==> src/lls_pkg.sv <==
// Shared types, constants and helpers for the token scanner.
`default_nettype none
package lls_pkg;

  localparam int OFFSET_BITS   = 16;
  localparam int KEYWORD_CHARS = 7;
  localparam int PFX_W         = 8 * KEYWORD_CHARS;
  localparam int WLEN_W        = 4;
  localparam int FIELD_W       = 16;
  localparam int QDEPTH        = 4;
  localparam int QPTR_W        = $clog2(QDEPTH);
  localparam int MAX_RES       = 4;

  localparam logic [OFFSET_BITS-1:0] OFF_MAX  = {OFFSET_BITS{1'b1}};
  localparam logic [FIELD_W-1:0]     LINE_TOP = {FIELD_W{1'b1}};

  localparam logic [5:0] K_LPAREN = 6'd0;
  localparam logic [5:0] K_RPAREN = 6'd1;
  localparam logic [5:0] K_LBRACE = 6'd2;
  localparam logic [5:0] K_RBRACE = 6'd3;
  localparam logic [5:0] K_COMMA  = 6'd4;
  localparam logic [5:0] K_DOT    = 6'd5;
  localparam logic [5:0] K_MINUS  = 6'd6;
  localparam logic [5:0] K_PLUS   = 6'd7;
  localparam logic [5:0] K_SEMI   = 6'd8;
  localparam logic [5:0] K_SLASH  = 6'd9;
  localparam logic [5:0] K_STAR   = 6'd10;
  localparam logic [5:0] K_BANG   = 6'd11;
  localparam logic [5:0] K_BANG_EQ = 6'd12;
  localparam logic [5:0] K_EQ     = 6'd13;
  localparam logic [5:0] K_EQ_EQ  = 6'd14;
  localparam logic [5:0] K_GT     = 6'd15;
  localparam logic [5:0] K_GT_EQ  = 6'd16;
  localparam logic [5:0] K_LT     = 6'd17;
  localparam logic [5:0] K_LT_EQ  = 6'd18;
  localparam logic [5:0] K_IDENT  = 6'd19;
  localparam logic [5:0] K_STRING = 6'd20;
  localparam logic [5:0] K_NUMBER = 6'd21;
  localparam logic [5:0] K_KW0    = 6'd22;
  localparam logic [5:0] K_EOF    = 6'd38;

  localparam logic [1:0] ERR_NONE = 2'd0;
  localparam logic [1:0] ERR_CHAR = 2'd1;
  localparam logic [1:0] ERR_STR  = 2'd2;

  localparam logic [63:0] KW_TEXT [16] = '{
    "and", "class", "else", "false", "fun", "for", "if", "nil",
    "or", "print", "return", "super", "this", "true", "var", "while"
  };
  localparam logic [WLEN_W-1:0] KW_LEN [16] = '{
    4'd3, 4'd5, 4'd4, 4'd5, 4'd3, 4'd3, 4'd2, 4'd3,
    4'd2, 4'd5, 4'd6, 4'd5, 4'd4, 4'd4, 4'd3, 4'd5
  };

  typedef struct packed {
    logic [5:0]         kind;
    logic [1:0]         err;
    logic [FIELD_W-1:0] start;
    logic [FIELD_W-1:0] len;
    logic [FIELD_W-1:0] line;
  } res_t;

  typedef struct packed {
    logic [2:0] cnt;
    res_t [MAX_RES-1:0] res;
  } bundle_t;

endpackage
`default_nettype wire

==> src/lls_front.sv <==
// Front end: byte classes and scan state, one request per cycle on acc.
`default_nettype none
module lls_front (
  input  wire logic             clk,
  input  wire logic             rst_n,
  input  wire logic             acc,
  input  wire logic [7:0]       char_byte,
  input  wire logic             has_byte,
  input  wire logic             end_of_source,
  output lls_pkg::bundle_t      bundle,
  output logic                  push
);
  import lls_pkg::*;

  typedef enum logic [2:0] {
    M_IDLE, M_OP, M_COMMENT, M_STRING, M_INT, M_DOT, M_FRAC, M_WORD
  } mode_t;

  localparam int EW = OFFSET_BITS + 1;
  localparam logic [WLEN_W-1:0] WLEN_SAT = WLEN_W'(KEYWORD_CHARS + 1);

  mode_t                  mode_r, mode_nxt, mode_a;
  logic [7:0]             pend_r, pend_nxt, pend_a;
  logic [OFFSET_BITS-1:0] ts_r, ts_nxt, ts_a;
  logic [OFFSET_BITS-1:0] off_r, off_nxt, off_a;
  logic [FIELD_W-1:0]     line_r, line_nxt, line_a;
  logic [PFX_W-1:0]       pfx_r, pfx_nxt, pfx_a;
  logic [WLEN_W-1:0]      wlen_r, wlen_nxt, wlen_a;

  logic       run_idle;
  logic       slot_v [6];
  res_t       slot   [6];
  logic [2:0] cnt;
  logic [EW-1:0] p, p1, pm1, q, qm1, tse, tsa;

  function automatic logic is_digit(input logic [7:0] c);
    return c >= "0" && c <= "9";
  endfunction

  function automatic logic is_alpha(input logic [7:0] c);
    return (c >= "a" && c <= "z") || (c >= "A" && c <= "Z") || c == "_";
  endfunction

  function automatic logic [5:0] word_kind(input logic [PFX_W-1:0] pf,
                                           input logic [WLEN_W-1:0] wl);
    logic [5:0] k;
    k = K_IDENT;
    for (int i = 0; i < 16; i++) begin
      if (wl == KW_LEN[i] && pf == KW_TEXT[i][PFX_W-1:0]) k = K_KW0 + 6'(i);
    end
    return k;
  endfunction

  function automatic logic [5:0] op_kind(input logic [7:0] op, input logic two);
    case (op)
      "!":     return two ? K_BANG_EQ : K_BANG;
      "=":     return two ? K_EQ_EQ : K_EQ;
      ">":     return two ? K_GT_EQ : K_GT;
      "<":     return two ? K_LT_EQ : K_LT;
      default: return K_SLASH;
    endcase
  endfunction

  function automatic res_t mk(input logic [5:0] kind, input logic [1:0] err,
                              input logic [EW-1:0] s, input logic [EW-1:0] e,
                              input logic [FIELD_W-1:0] ln);
    res_t r;
    logic [EW+FIELD_W-1:0] sw, lw;
    sw = {{FIELD_W{1'b0}}, s};
    lw = (e >= s) ? {{FIELD_W{1'b0}}, e - s} : '0;
    r.kind  = kind;
    r.err   = err;
    r.start = sw[FIELD_W-1:0];
    r.len   = lw[FIELD_W-1:0];
    r.line  = ln;
    return r;
  endfunction

  always_comb begin
    mode_a   = mode_r;
    pend_a   = pend_r;
    ts_a     = ts_r;
    line_a   = line_r;
    pfx_a    = pfx_r;
    wlen_a   = wlen_r;
    run_idle = 1'b0;
    for (int i = 0; i < 6; i++) begin
      slot_v[i] = 1'b0;
      slot[i]   = '0;
    end
    p   = {1'b0, off_r};
    p1  = p + EW'(1);
    pm1 = (off_r == '0) ? '0 : p - EW'(1);
    tse = {1'b0, ts_r};

    if (has_byte) begin
      case (mode_r)
        M_OP: begin
          mode_a = M_IDLE;
          if (char_byte == "=" && pend_r != "/") begin
            slot_v[0] = 1'b1;
            slot[0]   = mk(op_kind(pend_r, 1'b1), ERR_NONE, tse, p1, line_r);
          end else if (char_byte == "/" && pend_r == "/") begin
            mode_a = M_COMMENT;
          end else begin
            slot_v[0] = 1'b1;
            slot[0]   = mk(op_kind(pend_r, 1'b0), ERR_NONE, tse, p, line_r);
            run_idle  = 1'b1;
          end
        end
        M_COMMENT: begin
          if (char_byte == 8'h0A) begin
            mode_a   = M_IDLE;
            run_idle = 1'b1;
          end
        end
        M_STRING: begin
          if (char_byte == "\"") begin
            mode_a    = M_IDLE;
            slot_v[0] = 1'b1;
            slot[0]   = mk(K_STRING, ERR_NONE, tse, p1, line_r);
          end else if (char_byte == 8'h0A && line_r != LINE_TOP) begin
            line_a = line_r + 1'b1;
          end
        end
        M_INT, M_FRAC: begin
          if (char_byte == "." && mode_r == M_INT) begin
            mode_a = M_DOT;
          end else if (!is_digit(char_byte)) begin
            mode_a    = M_IDLE;
            slot_v[0] = 1'b1;
            slot[0]   = mk(K_NUMBER, ERR_NONE, tse, p, line_r);
            run_idle  = 1'b1;
          end
        end
        M_DOT: begin
          if (is_digit(char_byte)) begin
            mode_a = M_FRAC;
          end else begin
            mode_a    = M_IDLE;
            slot_v[0] = 1'b1;
            slot[0]   = mk(K_NUMBER, ERR_NONE, tse, pm1, line_r);
            slot_v[1] = 1'b1;
            slot[1]   = mk(K_DOT, ERR_NONE, pm1, p, line_r);
            run_idle  = 1'b1;
          end
        end
        M_WORD: begin
          if (is_alpha(char_byte) || is_digit(char_byte)) begin
            if (wlen_r < WLEN_W'(KEYWORD_CHARS)) pfx_a = {pfx_r[PFX_W-9:0], char_byte};
            if (wlen_r != WLEN_SAT) wlen_a = wlen_r + 1'b1;
          end else begin
            mode_a    = M_IDLE;
            slot_v[0] = 1'b1;
            slot[0]   = mk(word_kind(pfx_r, wlen_r), ERR_NONE, tse, p, line_r);
            run_idle  = 1'b1;
          end
        end
        default: run_idle = 1'b1;
      endcase

      if (run_idle) begin
        ts_a = off_r;
        case (char_byte)
          "!", "=", "<", ">", "/": begin
            mode_a = M_OP;
            pend_a = char_byte;
          end
          "(", ")", "{", "}", ",", ".", "-", "+", ";", "*": begin
            slot_v[2] = 1'b1;
            case (char_byte)
              "(":     slot[2] = mk(K_LPAREN, ERR_NONE, p, p1, line_r);
              ")":     slot[2] = mk(K_RPAREN, ERR_NONE, p, p1, line_r);
              "{":     slot[2] = mk(K_LBRACE, ERR_NONE, p, p1, line_r);
              "}":     slot[2] = mk(K_RBRACE, ERR_NONE, p, p1, line_r);
              ",":     slot[2] = mk(K_COMMA, ERR_NONE, p, p1, line_r);
              ".":     slot[2] = mk(K_DOT, ERR_NONE, p, p1, line_r);
              "-":     slot[2] = mk(K_MINUS, ERR_NONE, p, p1, line_r);
              "+":     slot[2] = mk(K_PLUS, ERR_NONE, p, p1, line_r);
              ";":     slot[2] = mk(K_SEMI, ERR_NONE, p, p1, line_r);
              default: slot[2] = mk(K_STAR, ERR_NONE, p, p1, line_r);
            endcase
          end
          " ", 8'h0D, 8'h09: begin
          end
          8'h0A: begin
            if (line_r != LINE_TOP) line_a = line_r + 1'b1;
          end
          "\"": mode_a = M_STRING;
          default: begin
            if (is_digit(char_byte)) begin
              mode_a = M_INT;
            end else if (is_alpha(char_byte)) begin
              mode_a = M_WORD;
              pfx_a  = PFX_W'(char_byte);
              wlen_a = WLEN_W'(1);
            end else begin
              slot_v[2] = 1'b1;
              slot[2]   = mk(6'd0, ERR_CHAR, p, p1, line_r);
            end
          end
        endcase
      end
    end

    off_a = (has_byte && off_r != OFF_MAX) ? off_r + 1'b1 : off_r;
    q     = {1'b0, off_a};
    qm1   = (off_a == '0) ? '0 : q - EW'(1);
    tsa   = {1'b0, ts_a};

    if (end_of_source) begin
      case (mode_a)
        M_OP: begin
          slot_v[3] = 1'b1;
          slot[3]   = mk(op_kind(pend_a, 1'b0), ERR_NONE, tsa, q, line_a);
        end
        M_STRING: begin
          slot_v[3] = 1'b1;
          slot[3]   = mk(6'd0, ERR_STR, tsa, q, line_a);
        end
        M_INT, M_FRAC: begin
          slot_v[3] = 1'b1;
          slot[3]   = mk(K_NUMBER, ERR_NONE, tsa, q, line_a);
        end
        M_DOT: begin
          slot_v[3] = 1'b1;
          slot[3]   = mk(K_NUMBER, ERR_NONE, tsa, qm1, line_a);
          slot_v[4] = 1'b1;
          slot[4]   = mk(K_DOT, ERR_NONE, qm1, q, line_a);
        end
        M_WORD: begin
          slot_v[3] = 1'b1;
          slot[3]   = mk(word_kind(pfx_a, wlen_a), ERR_NONE, tsa, q, line_a);
        end
        default: begin
        end
      endcase
      slot_v[5] = 1'b1;
      slot[5]   = mk(K_EOF, ERR_NONE, q, q, line_a);
    end

    cnt    = '0;
    bundle = '0;
    for (int i = 0; i < 6; i++) begin
      if (slot_v[i] && cnt < 3'(MAX_RES)) begin
        bundle.res[cnt[1:0]] = slot[i];
        cnt = cnt + 3'd1;
      end
    end
    bundle.cnt = cnt;
    push       = acc && cnt != '0;

    mode_nxt = mode_r;
    pend_nxt = pend_r;
    ts_nxt   = ts_r;
    off_nxt  = off_r;
    line_nxt = line_r;
    pfx_nxt  = pfx_r;
    wlen_nxt = wlen_r;
    if (acc) begin
      if (end_of_source) begin
        mode_nxt = M_IDLE;
        pend_nxt = '0;
        ts_nxt   = '0;
        off_nxt  = '0;
        line_nxt = FIELD_W'(1);
        pfx_nxt  = '0;
        wlen_nxt = '0;
      end else begin
        mode_nxt = mode_a;
        pend_nxt = pend_a;
        ts_nxt   = ts_a;
        off_nxt  = off_a;
        line_nxt = line_a;
        pfx_nxt  = pfx_a;
        wlen_nxt = wlen_a;
      end
    end
  end

  always_ff @(posedge clk) begin
    if (!rst_n) begin
      mode_r <= M_IDLE;
      pend_r <= '0;
      ts_r   <= '0;
      off_r  <= '0;
      line_r <= FIELD_W'(1);
      pfx_r  <= '0;
      wlen_r <= '0;
    end else begin
      mode_r <= mode_nxt;
      pend_r <= pend_nxt;
      ts_r   <= ts_nxt;
      off_r  <= off_nxt;
      line_r <= line_nxt;
      pfx_r  <= pfx_nxt;
      wlen_r <= wlen_nxt;
    end
  end

endmodule
`default_nettype wire

==> src/lls_queue.sv <==
// Short queue of result bundles between front and back.
`default_nettype none
module lls_queue (
  input  wire logic             clk,
  input  wire logic             rst_n,
  input  wire logic             push,
  input  wire lls_pkg::bundle_t wdata,
  input  wire logic             pop,
  output lls_pkg::bundle_t      rdata,
  output logic                  full,
  output logic                  empty
);
  import lls_pkg::*;

  bundle_t             mem_r [QDEPTH];
  logic [QPTR_W-1:0]   wp_r, wp_nxt, rp_r, rp_nxt;
  logic [QPTR_W:0]     cnt_r, cnt_nxt;

  assign full  = cnt_r == (QPTR_W+1)'(QDEPTH);
  assign empty = cnt_r == '0;
  assign rdata = mem_r[rp_r];

  always_comb begin
    wp_nxt  = push ? wp_r + 1'b1 : wp_r;
    rp_nxt  = pop ? rp_r + 1'b1 : rp_r;
    cnt_nxt = cnt_r;
    if (push && !pop) cnt_nxt = cnt_r + 1'b1;
    if (pop && !push) cnt_nxt = cnt_r - 1'b1;
  end

  always_ff @(posedge clk) begin
    if (push) mem_r[wp_r] <= wdata;
  end

  always_ff @(posedge clk) begin
    if (!rst_n) begin
      wp_r  <= '0;
      rp_r  <= '0;
      cnt_r <= '0;
    end else begin
      wp_r  <= wp_nxt;
      rp_r  <= rp_nxt;
      cnt_r <= cnt_nxt;
    end
  end

endmodule
`default_nettype wire

==> src/lls_back.sv <==
// Back end: sends a bundle's results one per ready cycle.
`default_nettype none
module lls_back (
  input  wire logic             clk,
  input  wire logic             rst_n,
  input  wire lls_pkg::bundle_t head,
  input  wire logic             empty,
  output logic                  pop,
  output logic                  out_tvalid,
  input  wire logic             out_tready,
  output logic [47:0]           out_tdata,
  output logic [7:0]            out_tuser,
  output logic                  out_tlast
);
  import lls_pkg::*;

  logic [1:0] idx_r, idx_nxt;
  res_t       cur;
  logic       fire;

  always_comb begin
    cur        = head.res[idx_r];
    out_tvalid = !empty;
    out_tdata  = {cur.line, cur.len, cur.start};
    out_tuser  = {cur.err, cur.kind};
    out_tlast  = {1'b0, idx_r} == head.cnt - 3'd1;
    fire       = out_tvalid && out_tready;
    pop        = fire && out_tlast;
    idx_nxt    = idx_r;
    if (fire) idx_nxt = out_tlast ? 2'd0 : idx_r + 2'd1;
  end

  always_ff @(posedge clk) begin
    if (!rst_n) begin
      idx_r <= '0;
    end else begin
      idx_r <= idx_nxt;
    end
  end

endmodule
`default_nettype wire

==> src/lox_lexer_token_scanner.sv <==
// Top level of the token scanner: front end, bundle queue and back end.
// Output: a token enters the bundle queue with the request that completes it.
// Throughput: one request per cycle while each yields at most one token and
// out_tready stays high; a request yielding n tokens (n up to 4) sends them
// in turn, absorbed by the four-entry bundle queue.
// Reset: synchronous active-low rst_n empties the queue and returns to line 1.
`default_nettype none
module lox_lexer_token_scanner (
  input  wire logic        clk,
  input  wire logic        rst_n,
  input  wire logic        in_tvalid,
  output logic             in_tready,
  input  wire logic [7:0]  in_tdata,   // char_byte
  input  wire logic [1:0]  in_tuser,   // has_byte, end_of_source
  output logic             out_tvalid,
  input  wire logic        out_tready,
  output logic [47:0]      out_tdata,  // start_offset, token_length, line_number
  output logic [7:0]       out_tuser,  // token_kind, error_code
  output logic             out_tlast
);
  import lls_pkg::*;

  bundle_t fbundle, head;
  logic    push, pop, full, empty, acc;

  assign in_tready = !full;
  assign acc       = in_tvalid && in_tready;

  lls_front u_front (
    .clk           (clk),
    .rst_n         (rst_n),
    .acc           (acc),
    .char_byte     (in_tdata),
    .has_byte      (in_tuser[0]),
    .end_of_source (in_tuser[1]),
    .bundle        (fbundle),
    .push          (push)
  );

  lls_queue u_queue (
    .clk   (clk),
    .rst_n (rst_n),
    .push  (push),
    .wdata (fbundle),
    .pop   (pop),
    .rdata (head),
    .full  (full),
    .empty (empty)
  );

  lls_back u_back (
    .clk        (clk),
    .rst_n      (rst_n),
    .head       (head),
    .empty      (empty),
    .pop        (pop),
    .out_tvalid (out_tvalid),
    .out_tready (out_tready),
    .out_tdata  (out_tdata),
    .out_tuser  (out_tuser),
    .out_tlast  (out_tlast)
  );

endmodule
`default_nettype wire

==> config.mk <==
export PLATFORM = sky130hd
export DESIGN_NAME = lox_lexer_token_scanner
export DESIGN_NICKNAME = d
export VERILOG_FILES = /design/src/lls_pkg.sv /design/src/lls_front.sv /design/src/lls_queue.sv /design/src/lls_back.sv /design/src/lox_lexer_token_scanner.sv
export SDC_FILE = /design/constraint.sdc
export NUM_CORES = 2
export LEC_CHECK = 0
export BUFFER_PORTS_ARGS = -buffer_cell sky130_fd_sc_hd__buf_2
export CAP_MARGIN = 20
export CORE_MARGIN = 2
export CORE_UTILIZATION = 45
export CTS_CLUSTER_DIAMETER = 150
export CTS_CLUSTER_SIZE = 10
export DETAILED_ROUTE_END_ITERATION = 10
export GPL_TIMING_DRIVEN = 0
export PLACE_DENSITY = 0.56
export SYNTH_ARGS = -nofsm -noshare
export SYNTH_HDL_FRONTEND = slang
export SYNTH_HIERARCHICAL = 1
export SYNTH_SLANG_ARGS = --single-unit
==> constraint.sdc <==
create_clock -name clk -period 22.1 [get_ports clk]
set_input_delay 1.105 -clock clk [delete_from_list [all_inputs] [get_ports clk]]
set_output_delay 1.105 -clock clk [all_outputs]
set_load 0.03 [all_outputs]
# After elaboration in Yosys (flattened, before gate mapping)
# Memory sizes are Yosys's and may differ from the RTL's. A register that Yosys moved wholly into a read port is not among the register bits.
# Cells that the tools add are included.
[word_totals]
n_memories = 1
input_bits = 14
elab_cells = 408
latchBits = 0
ramBits = 908
rom_bits = 0
regBits = 128
output_inout_bits = 59
[memory_table]
columns = ["memory", "depth", "width", "read_ports", "rd_clocked_by_memory_dff", "wr", "line", "text"]
rows = [
  ["u_queue.mem_r", 4, 227, 1, 1, 1, "lls_queue.sv:15", "bundle_t mem_r [QDEPTH];"],
]
[classes]
n_shift = 0
eq_ne = 91
n_bitwise = 0
order_cmp = 32
n_mux = 171
add_sub_neg = 26
multipliers = 0
n_reduce_logical = 76
div = 0
[op_table]
columns = ["operator", "count"]
rows = [
  ["two-way mux 56 bit", 23],
  ["bitwise mux 224 bit", 5],
  ["two-way mux 224 bit", 5],
  ["demux 56 bit (select 2 bit)", 5],
  ["equality test 56 x 23 -> 1 bit (second input constant)", 10],
  ["equality test 56 x 39 -> 1 bit (second input constant)", 10],
  ["one-hot mux 56 bit (5 select lines)", 2],
  ["one-hot mux 54 bit (9 select lines)", 1],
  ["two-way mux 16 bit", 22],
  ["equality test 56 x 31 -> 1 bit (second input constant)", 6],
  ["two-way mux 168 bit", 2],
  ["equality test 56 x 15 -> 1 bit (second input constant)", 4],
  ["equality test 8 x 6 -> 1 bit (second input constant)", 24],
  ["subtractor 16 bit", 9],
  ["binary-select mux 56 bit (select 2 bit)", 1],
  ["equality test 56 x 47 -> 1 bit (second input constant)", 2],
  ["one-hot mux 56 bit (2 select lines)", 1],
  ["two-way mux 111 bit", 1],
  ["two-way mux 55 bit", 2],
  ["two-way mux 4 bit", 25],
  ["two-way mux 3 bit", 25],
  ["two-way mux 6 bit", 12],
  ["greater-or-equal comparator 17 x 16 -> 1 bit", 4],
  ["one-hot mux 5 bit (4 select lines)", 3],
  ["other kinds (55)", 192],
]

# Depth between registers and ports, before layout
[depth]
word_depth = 38
ltp_mapped = 33

# Modules after synthesis
# Netlist, hierarchy kept.
[modules_own_cells]
columns = ["module", "n_inst", "cells_per_inst", "area_each_um2"]
rows = [
  ["lls_queue", 1, 1231, 33126.8],
  ["lls_front", 1, 3311, 21732.1],
  ["lls_back", 1, 91, 1611.5],
  ["lox_lexer_token_scanner", 1, 2, 10.0],
]

# Worst setup path after synthesis
# No wires, ideal clock.
[synth_path]
path_kind = "input to register"
startpoint = "input port in_tdata[4]"
endpoint = "memory u_queue/mem_r[0][0] (netlist name), enable pin"
setup_time_ns = 0.615
cell_stages = 23
n_path_buf = 4
slack_ns = 10.413
arrival_time_ns = 11.072
path_cell_list = "clkbuf_1 -> or4b_4 -> buf_6 -> nor3_1 -> nand3_1 -> o21ai_0 -> a22o_1 -> o221a_2 -> clkbuf_1 -> clkinv_1 -> ha_1 -> xnor2_1 -> inv_1 -> ha_1 -> buf_1 -> or3_1 -> mux2i_1 -> inv_1 -> ha_1 -> nor2_1 -> a22oi_1 -> o21a_1 -> and2_1"
[synth_between]
elab_chain_len = 28
word_cells_on_any_way = 107
[synth_rtl]
columns = ["item", "line", "text"]
rows = [
  ["start: declaration", "lox_lexer_token_scanner.sv:13", "input wire logic [7:0] in_tdata,"],
  ["greater-or-equal comparator 8 x 7 -> 1 bit or <= comparator 8 x 7 -> 1 bit (tied branches)", "lls_front.sv:41", "return (c >= \"a\" && c <= \"z\") || (c >= \"A\" && c <= \"Z\") || c == \"_\";"],
  ["logical AND 1 bit", "lls_front.sv:41", ""],
  ["logical OR 1 bit (2 in a row)", "lls_front.sv:41", ""],
  ["logical OR 1 bit", "lls_front.sv:149", "if (is_alpha(char_byte) || is_digit(char_byte)) begin"],
  ["two-way mux 1 bit or two-way mux 3 bit (tied branches)", "lls_front.sv:149", ""],
  ["one-hot mux 1 bit (5 select lines) or one-hot mux 3 bit (6 select lines) (tied branches)", "lls_front.sv:97", "case (mode_r)"],
  ["two-way mux 3 bit, on equally long branches", "lls_front.sv:96, lls_front.sv:193", ""],
  ["two-way mux 1 bit or two-way mux 3 bit (tied branches)", "lls_front.sv:245, lls_front.sv:191", ""],
  ["(+12 left out)", "--", ""],
  ["< comparator 3 bit", "lls_front.sv:245", "if (slot_v[i] && cnt < 3'(MAX_RES)) begin"],
  ["logical AND 1 bit", "lls_front.sv:245", ""],
  ["two-way mux 3 bit (*)", "lls_front.sv:245", ""],
  ["nonzero test 3 bit (*)", "lls_front.sv:251", "push = acc && cnt != '0;"],
  ["logical AND 1 bit (*)", "lls_front.sv:251", ""],
  ["via push", "lox_lexer_token_scanner.sv:24", "logic push, pop, full, empty, acc;"],
  ["two-way mux 1 bit (*)", "lls_queue.sv:32", "if (push) mem_r[wp_r] <= wdata;"],
  ["two-way mux 1 bit (not written as such) (*)", "lls_queue.sv:32", ""],
  ["end: declaration", "lls_queue.sv:15", ""],
]
# Mark *: on every way through the listed nets, which the timed path passes. The rest lies on a longest branch. The select of a mux whose other input is x is not followed.

==> out/results.txt <==
The die is 358 um wide. After filler insertion, the fill cell instance count of the layout stands at 10,900. For this run, the top clock speed supported by timing is 0.0810 GHz. The cell at the slowest stage of the critical path was a32oi_1. The remaining antenna violation count is 0, and the share of synthesized registers carrying an async set or reset is 0%.

The leading register cell type out of synthesis was edfxtp_1. For the post-CTS resize count, the log shows 0. In the final timing run, aggregate negative setup slack is 0 ns. Once the floorplan was initialized, standard cells occupied 45.5% of the core. Counting I/O delays and the setup requirement, the final critical path takes 12.35 ns. The final reports fail on slew limit. The sequential share of the synthesized area is 52.9%. The number of nets in the layout is 5,011. The global-route congestion overflow total is 0, and the via count of the first global-routing pass is 42,200.

Using the TritonRoute via totals, the vias-per-cell ratio works out to 6.77. For the number of max-cap violations, the log shows 0. The initialized floorplan defines 129 standard-cell rows. TritonCTS built the clock tree. The logs give 6 for the final count of pins violating max slew and 35.8% for the global-route usage over all layers.

After the flow finishes, the layout carries non-filler instances totaling 6,567. Of all nets on the critical path, the largest fanout is 10. For this design the ratio of total power to cell area is 81.6 mW/mm2. The first routing iteration left 6,711 violations.

The tools report the count of placed standard cells including taps as 6,372. Dividing the detail-routed wire length by the instance count gives 35.4 um. Measured against its own limit, the worst slew margin works out to -1.82%. In the layout the commonest cells are edfxtp_1 (908), nand2_1 (304), mux4_2 (283). Synthesis produced 4,635 cells. From bottom edge to top edge, the die measures 358 um.

The tools report the final routed wirelength across all metal layers as 233 mm. The ratio of final minimum period to clock period came out at 55.9%. The largest net degree at the start of global routing is 58, and the required time reported for the critical path endpoint is 22.45 ns.

For this design the static power due to leakage is 20.5 nW. Post-route clock skew: 0.0705 ns. In this run, CTS created clock tree buffers numbering 114.

The die covers 0.128 mm2. Insertion delay of the later-clocked pin in the worst-skew pair: 0.76 ns. Leaving out fill and tap cells, the most frequent cell in the layout is edfxtp_1. For the final count of hold timing violations, the log shows 0. Across all layers, the routed design uses 44,500 vias. The run gives 0 as the number of buffers added to fix hold violations after cts. Startpoint kind of the worst setup timing path: a flip-flop.

Compared with the post-synthesis result, the final layout area differs by 11.3%. The first TritonRoute pass finished after 9 iterations. The root buffer cell was clkbuf_16. The logs give 0 for the final-report setup violation count and 13 for the number of antenna violations at the first check in global routing.

The data arrival time at the worst-slack endpoint was 12.70 ns; the DRC violation count after routing was 0. The tools report the yosys synthesis warning count as 6. For the multi-input gate area in the final layout, the log shows 0.0246 mm2. The fraction of layout cells with a size suffix above 1 came out at 13.8%. For the pin with the worst max-slew slack, the measured transition is 1.53 ns. For this design the top-level I/O count stands at 73.

After synthesis, the netlist uses 117 different library cells. Setup slack on the worst reg-to-reg path comes out at 9.75 ns. The logs give 0.0718 mV for the peak ir drop on the vdd network and 0 for the number of post-CTS setup repair buffers. The first global-routing pass estimated 324 mm of wire.

Area of all sequential standard cells: 0.0299 mm2. At the end of routability-driven placement, the weighted congestion stood at 1.07. In this run the number of H-tree levels came out at 3. On the final layout, the worst hold slack is 0.515 ns. The worst setup path is captured at a flip-flop. The setup path with the least slack is of type flip-flop to flip-flop. Half-perimeter wire length after placement: 174 mm. After synthesis the netlist holds a flip-flop and latch count of 1,038.

Averaged over all synthesized cells, the footprint is 12.2 um2. The largest stage delay on the critical path was 1.18 ns; the mapped cell area was 0.0565 mm2. Setup repair after global routing left no endpoint under its margin. When the netlist entered floorplanning its net count stood at 4,785. The flow ran to the end, but the final reports show violations.

In this run, synthesis inferred 908 flip-flops with an integrated enable. For the maximum count of clock buffers along a single path, the log shows 3. In this run the worst hold path is classified as flip-flop to flip-flop. After clock tree synthesis, the clock-pin slew on the worst setup and hold paths is 0.08 ns. The region available for standard cell placement spans 0.124 mm2. Clock tree synthesis found a total of 1,038 sinks. The count of buffers added on input and output ports is 69.
==> worst max-delay path, delay by kind of cell, from the launching register on <==
family	cells	cell delay, ns
flip-flops	1	0.50
buffers and inverters	8	3.21
adder cells (fa/ha/maj)	2	0.63
AND/OR/NAND/NOR	14	4.29
AO/OA/AOI/OAI	7	3.24
==> power breakdown <==
group,internal (mW),leakage (nW),total [mW],switching [mW]
Combinational,0.372,9.59,1.10,0.731
Sequential,2.28,9.38,2.31,0.0276
Clock,0.953,1.55,1.72,0.765
Total,3.61,20.5,5.13,1.52
==> metal layers <==
layer	track usage, %	part of all wire (%)
met1	51.3	42
met2	51.8	43
met3	9.01	10
met4	14.9	4.7
met5	0.333	0.059
==> synth_stat cells, types with 53 or more instances <==
cell type,instances,share of area (%)
a22oi_1,84,1.1
dfxtp_1,130,4.6
and3_1,56,0.62
and2_1,96,1.1
nand3_1,131,1.2
edfxtp_1,908,48
o22ai_1,100,1.1
clkbuf_1,215,1.4
nand2_1,304,2.0
mux4_2,283,11
nand4_1,53,0.59
xnor2_1,86,1.3
a211oi_1,75,1.0
ha_1,130,2.9
a21oi_1,245,2.2
inv_1,148,0.98
nor2_1,281,1.9
o21ai_0,241,2.1
nor4_1,62,0.69
nor3_1,104,0.92
nor2b_1,93,1.0
==> path summary, 6_finish.rpt <==
kind,from,end,cells after the start
setup / recovery,u_front/off_r[2],u_queue/mem_r[0][78],31
hold / removal,u_front/pend_r[7],u_front/pend_r[7],1
setup reg to reg,u_front/off_r[2],u_queue/mem_r[0][78],31
hold reg to reg,u_front/pend_r[7],u_front/pend_r[7],1
==> metrics by stage <==
step	utilization [%]	total power, mW	cell area [um2]	setup slack [ns]
after floorplan	-	3.05	56500	10.41
after global placement	47.4	3.46	58900	3.67
after detailed placement	47.9	3.43	59500	10.59
after CTS	50.6	5.14	62800	10.49
after global routing	50.6	5.30	62800	9.57
final	50.6	5.13	62800	9.75
==> registers in the layout, summed over array words and instances, names as in the netlist, named ones only <==
signal	cells
u_front/pend_r	8
u_queue/wp_r	2
u_front/ts_r	16
u_queue/mem_r	908
u_front/line_r	16
u_front/pfx_r	56
u_queue/rp_r	2
u_back/idx_r	2
u_front/off_r	16
u_front/mode_r	3
u_queue/cnt_r	3
u_front/wlen_r	4
==> area by class of cell <==
cell class | instances | area share, %
clock buffers | 171 | 4.90
flip-flops and latches | 1038 | 47.5
diodes | 5 | 0.0199
inverters | 157 | 0.938
repair buffers | 110 | 1.60
plain buffers | 314 | 2.37
well taps | 1637 | 3.26
multi-input cells | 3126 | 39.1
clock inverters | 9 | 0.283
==> logic make-up (layout without fill, tap and decap cells) <==
| group | Yosys count | in the layout | share of synthesized area [%] |
|---|---|---|---|
| buffers and inverters | 471 | 761 | 3.68 |
| adder cells (fa/ha/maj) | 136 | 136 | 3.09 |
| XOR/XNOR | 136 | 136 | 2.11 |
| other | 0 | 5 | 0 |
| AO/OA/AOI/OAI | 1151 | 1151 | 13.5 |
| flip-flops | 1038 | 1038 | 52.9 |
| multiplexers | 318 | 318 | 11.9 |
| AND/OR/NAND/NOR | 1385 | 1385 | 12.8 |
Note: power is estimated with default switching activity, not from simulation.
